--- src/sv/psvp_sqrt.sv ---
// ----------------------------------------------------------------------------
// psvp_sqrt
// Floor square root of a 64-bit value, shift-subtract, one bit per cycle.
// ----------------------------------------------------------------------------
module psvp_sqrt (
  input  logic        clk,
  input  logic        rst,
  input  logic        start,
  input  logic [63:0] value,
  output logic        done,
  output logic [31:0] root
);

  logic [63:0] r;
  logic [63:0] res;
  logic [63:0] bitv;
  logic [5:0]  cnt;
  logic        busy;
  logic [63:0] trial;

  assign trial = res + bitv;
  assign root  = res[31:0];

  always_ff @(posedge clk) begin
    if (rst) begin
      busy <= 1'b0;
      done <= 1'b0;
      cnt  <= '0;
    end else begin
      done <= 1'b0;
      if (start) begin
        busy <= 1'b1;
        cnt  <= '0;
      end else if (busy) begin
        cnt <= cnt + 6'd1;
        if (cnt == 6'd31) begin
          busy <= 1'b0;
          done <= 1'b1;
        end
      end
    end
    if (start) begin
      r    <= value;
      res  <= '0;
      bitv <= 64'h4000_0000_0000_0000;
    end else if (busy) begin
      if (r >= trial) begin
        r   <= r - trial;
        res <= (res >> 1) + bitv;
      end else begin
        res <= res >> 1;
      end
      bitv <= bitv >> 2;
    end
  end

endmodule

--- config.mk ---
export PLATFORM = sky130hd
export DESIGN_NAME = psvp_sqrt
export DESIGN_NICKNAME = d
export VERILOG_FILES = /design/src/sv/psvp_sqrt.sv
export SDC_FILE = /design/constraint.sdc
export NUM_CORES = 1
export LEC_CHECK = 0
export BUFFER_PORTS_ARGS = -buffer_cell sky130_fd_sc_hd__clkbuf_2
export CORE_ASPECT_RATIO = 0.7
export CORE_MARGIN = 4
export CORE_UTILIZATION = 34
export DETAILED_ROUTE_END_ITERATION = 12
export RECOVER_POWER = 50
export SKIP_CTS_REPAIR_TIMING = 1
export SYNTH_ARGS = -nofsm -noshare
export SYNTH_HDL_FRONTEND = slang
export SYNTH_SLANG_ARGS = --single-unit
--- constraint.sdc ---
create_clock -name clk -period 12.48 [get_ports clk]
set_input_delay 0.624 -clock clk [delete_from_list [all_inputs] [get_ports clk]]
set_output_delay 0.624 -clock clk [all_outputs]
set_load 0.05 [all_outputs]
==> Word-level counts from Yosys, hierarchy flattened <==
Index checks and enable logic that the tools add are counted.
{ "op_classes": {"n_eq_ne": 1, "n_addsub": 4, "n_lt_le_gt_ge": 1, "muxes": 8, "n_reduce_logical": 5, "n_bitwise": 1} }
{ "op_table": {"columns": ["op", "count"], "rows": [
  ["$mux 64", 4],
  ["$add 63x63->64", 1],
  ["$add 64x63->64", 1],
  ["$ge 64x64->1", 1],
  ["$sub 64x64->64", 1],
  ["$add 6x1->6 const B", 1],
  ["$eq 6x5->1 const B", 1],
  ["$mux 1", 4],
  ["$reduce_bool 2->1", 2],
  ["$reduce_or 3->1", 1],
  ["$reduce_and 2->1", 1],
  ["$reduce_or 2->1", 1],
  ["$not 1->1", 1]
]} }
{ "word_totals": {"regBits": 168} }

==> Longest topological paths before layout <==
{ "logic_depth": {"ltp_word": 5, "mapped_depth": 25} }

==> Worst setup path before layout <==
No wires, ideal clock.
{ "synth_path": {"path_type": "flip-flop to flip-flop", "from": "register res[10]", "to": "register r[0] (enable)", "stages_incl_launch_ff": 22, "n_path_buf": 4, "required_ps": 11906, "arrival_ps": 8765, "path_slack_ps": 3141, "cell_sequence": "dfxtp_1 > ha_1 > nand4_1 > o21a_1 > o21ai_0 > a21oi_1 > o21ai_0 > and3_1 > o21ai_0 > xor2_1 > ha_1 > buf_2 > nand4_2 > nor4_4 > nand3_2 > o41ai_4 > o311ai_1 > a21o_1 > buf_6 > buf_6 > buf_2 > o21ai_0"} }
{ "synth_between": {"elab_chain_len": 4} }
{ "synth_lines": {"columns": ["element", "line", "text"], "rows": [
  ["start: declaration", "15", "logic [63:0] res;"],
  ["start signal: assignment", "49", "res <= (res >> 1) + bitv;"],
  ["start signal: assignment", "51", "res <= res >> 1;"],
  ["$add 64x63->64", "21", "assign trial = res + bitv;"],
  ["$ge 64x64->1", "47", "if (r >= trial) begin"],
  ["$reduce_bool 2->1 (no source line)", null, null],
  ["$reduce_and 2->1 (no source line)", null, null],
  ["end signal: assignment", "43", "r <= value;"],
  ["end signal: assignment", "48", "r <= r - trial;"],
  ["end: declaration", "14", "logic [63:0] r;"]
]} }
No other way between the ends.
A chain may end at the register's enable or synchronous reset.

==> Final worst setup path <==
{ "layout_path": {"from": "input start", "to": "register r[24] (data pin)"} }
{ "layout_between": {"elab_chain_len": 1} }
{ "layout_lines": {"columns": ["element", "line", "text"], "rows": [
  ["start: declaration", "8", "input logic start,"],
  ["$mux 64", "42", "if (start) begin"]
]} }
No other way between the ends.

==> flow_summary.toml <==
[clocking]
clk_root_buffer_cell = "clkbuf_16"
clock_latency_ns = 0.45
numClockSinks = 168
cts_made_buffers = 17
htree_levels = 4
clk_path_buf_depth = 2
cts_tree = "yes"
cts.clk_slew.worst_paths_ns = 0.07

[yosys]
mappedNetlistArea_um2 = 15870
syn-num-nets = 2233
ys_seq_elements = 168
synth_flop_cell = "dfxtp_1"
synth_edf_count = 64
async_flop_share_pct = 0
synth_warnings = 0
synth_cell_type_count = 85
avgSynthCellArea_um2 = 7.801
seq_area_frac_synth_pct = 25.23
syn_inst = 2034

[floorplan]
fp.dieW_um = 266.2
chipHeight_um = 188.7
initial_core_util_pct = 34.84
io_pins = 100
coreArea_um2 = 45540
die_area_um2 = 50240
placementRows = 65

[final_layout]
area_delta_synth_final_pct = 6.806
final_util_pct = 37.21
nNetsFinal = 2208
drive_gt1_share_pct = 7.122
design_area_um2 = 16950
antenna_cells = 0
nFillCells = 4805

[setup_path]
crit_top_cell = "clkbuf_1"
crit_arrival_ns = 7.83
slowest_stage = "clkbuf_1"
r2r_setup_slack_ns = 4.85
max_stage_delay_ns = 4.89
cp_cell_sequence = "clkbuf_1, clkbuf_1, o21ai_0"
worst_setup_path_end_kind = "register"
critical_path.max_fanout = 150
cp-start-kind = "input pin"
critPathKind = "input pin to register"
crit_required_ns = 12.41

[route]
first_pass_iters = 6
drt_iter0_drc = 1606
num_vias = 15575
drt_wl_total_um = 50890
routedWlPerCell_um = 19.39
route.detailed.drc = 0
viasPerCell = 5.933
postRouteAntennaNets = 0

[outcome]
outcome = "finished with violations"
violations = "max-capacitance violations, max-slew violations"

[hold_path]
hp-class = "input pin to register"

[place]
place_area_um2 = 16480
portBuffers = 99
dp_hpwl_um = 38790
place_ws_ns = 5.372
gp_congestion = 0.9600

[global_routing]
grt_pass1_vias = 14414
grt_pass1_wl_um = 79720
track_usage_pct = 19.52
grt_antenna_before_repair = 0
grt_max_degree = 151
overflow = 0

[timing]
clock_skew_ns = 0.02294
min_period_ns = 7.905
post-route-worst-setup-slack_ns = 4.575
worstMarginPinSlew_ns = 6.846
setup-tns-final_ns = 0
rsz0062_at_grt = "false"
final.period_utilization_pct = 63.34
slew_viol_final = 245
hold_viol_final = 0
setup_violations = 0
max_freq_ghz = 0.1265
slew_headroom_pct = -356.4

[power_and_ir_drop]
p_leak_nw = 6.207
p_per_area_nw_per_um2 = 219.0
ir_drop_v = 0.0001792
totalPowerFinal_mw = 3.711

[job]
drv_cap = 3
[where the power goes]
group	internal [mW]	switching, mW	total (mW)
combinational	0.800	1.48	2.28
clock	0.287	0.247	0.534
sequential	0.761	0.133	0.895
[synthesized netlist by cell type, types with 64 or more instances]
cell,instances,area [µm²]
ha_1,131,1639
xor2_1,68,595.6
xnor2_1,64,560.5
nor2_1,194,728.2
nand2_1,222,833.3
edfxtp_1,64,1922
a21oi_1,128,640.6
dfxtp_1,104,2082
nand4_1,64,400.4
o21ai_0,195,975.9
clkbuf_1,90,337.8
a31oi_1,72,450.4
[layout by cell type, fill, tap and decap left out, types with 45 or more instances in the layout]
cell type / synthesis / routed
a21o_1: 49 / 48
a21oi_1: 128 / 128
a31oi_1: 72 / 72
clkbuf_2: 0 / 65
dfxtp_1: 104 / 103
edfxtp_1: 64 / 64
ha_1: 131 / 131
inv_1: 45 / 45
mux2i_1: 54 / 54
nand2_1: 222 / 222
nand4_1: 64 / 65
nor2_1: 194 / 194
o21ai_0: 195 / 194
xnor2_1: 64 / 64
xor2_1: 68 / 68
[kinds of logic after synthesis]
group	count (synthesis)	synth area share [%]
fa+ha+maj	132	10.46
simple gates	667	19.68
compound gates	677	27.70
buf+inv	197	5.749
mux	61	3.904
flops	168	25.23
xor+xnor	132	7.286
[metal layers]
layer,global-route usage (%),routed length (µm)
met1,30.83,25670
met2,27.50,20410
met3,3.289,4099
met4,3.838,708
met5,0,0
[state kept, by name, indices dropped and copies added (netlist names)]
| name | flops |
|---|---|
| cnt | 6 |
| res | 64 |
| bitv | 32 |
| busy | 1 |
| done | 1 |
| r | 64 |
[critical path: cells and delay by family]
kind,cells,cell delay [ns]
buffers and inverters,2,6.43
AO/OA/AOI/OAI,1,0.71
[stage by stage]
| step | std cells | hold slack [ns] |
|---|---|---|
| CTS | 2625 | 0.3238 |
| global route | 2625 | 0.3549 |
| floorplan | 2034 | 0.4239 |
| detailed placement | 2593 | 0.4601 |
| finish | 2625 | 0.3455 |
| global placement | 2593 | 0.4613 |
[path summary, 6_finish.rpt]
check / startpoint / to / cells past startpoint
min reg2reg: cnt[5]$_SDFFE_PP0P_ / done$_SDFF_PP0_ / 1
max: start / r[24]$_DFFE_PP_ / 3
max reg2reg: res[4]$_SDFFE_PP0P_ / r[0]$_DFFE_PP_ / 18
min: rst / busy$_SDFF_PP0_ / 2
[cell type report]
cell class | instances | area [µm²] | share of cell area, %
clock buffer | 22 | 464.2 | 2.739
clock inverter | 10 | 92.59 | 0.5464
inverter | 46 | 172.7 | 1.019
multi-input combinational | 1669 | 10950 | 64.61
sequential | 168 | 4008 | 23.65
tap | 603 | 754.5 | 4.452
timing repair buffer | 107 | 505.5 | 2.983
(Power assumes the default switching activity.)
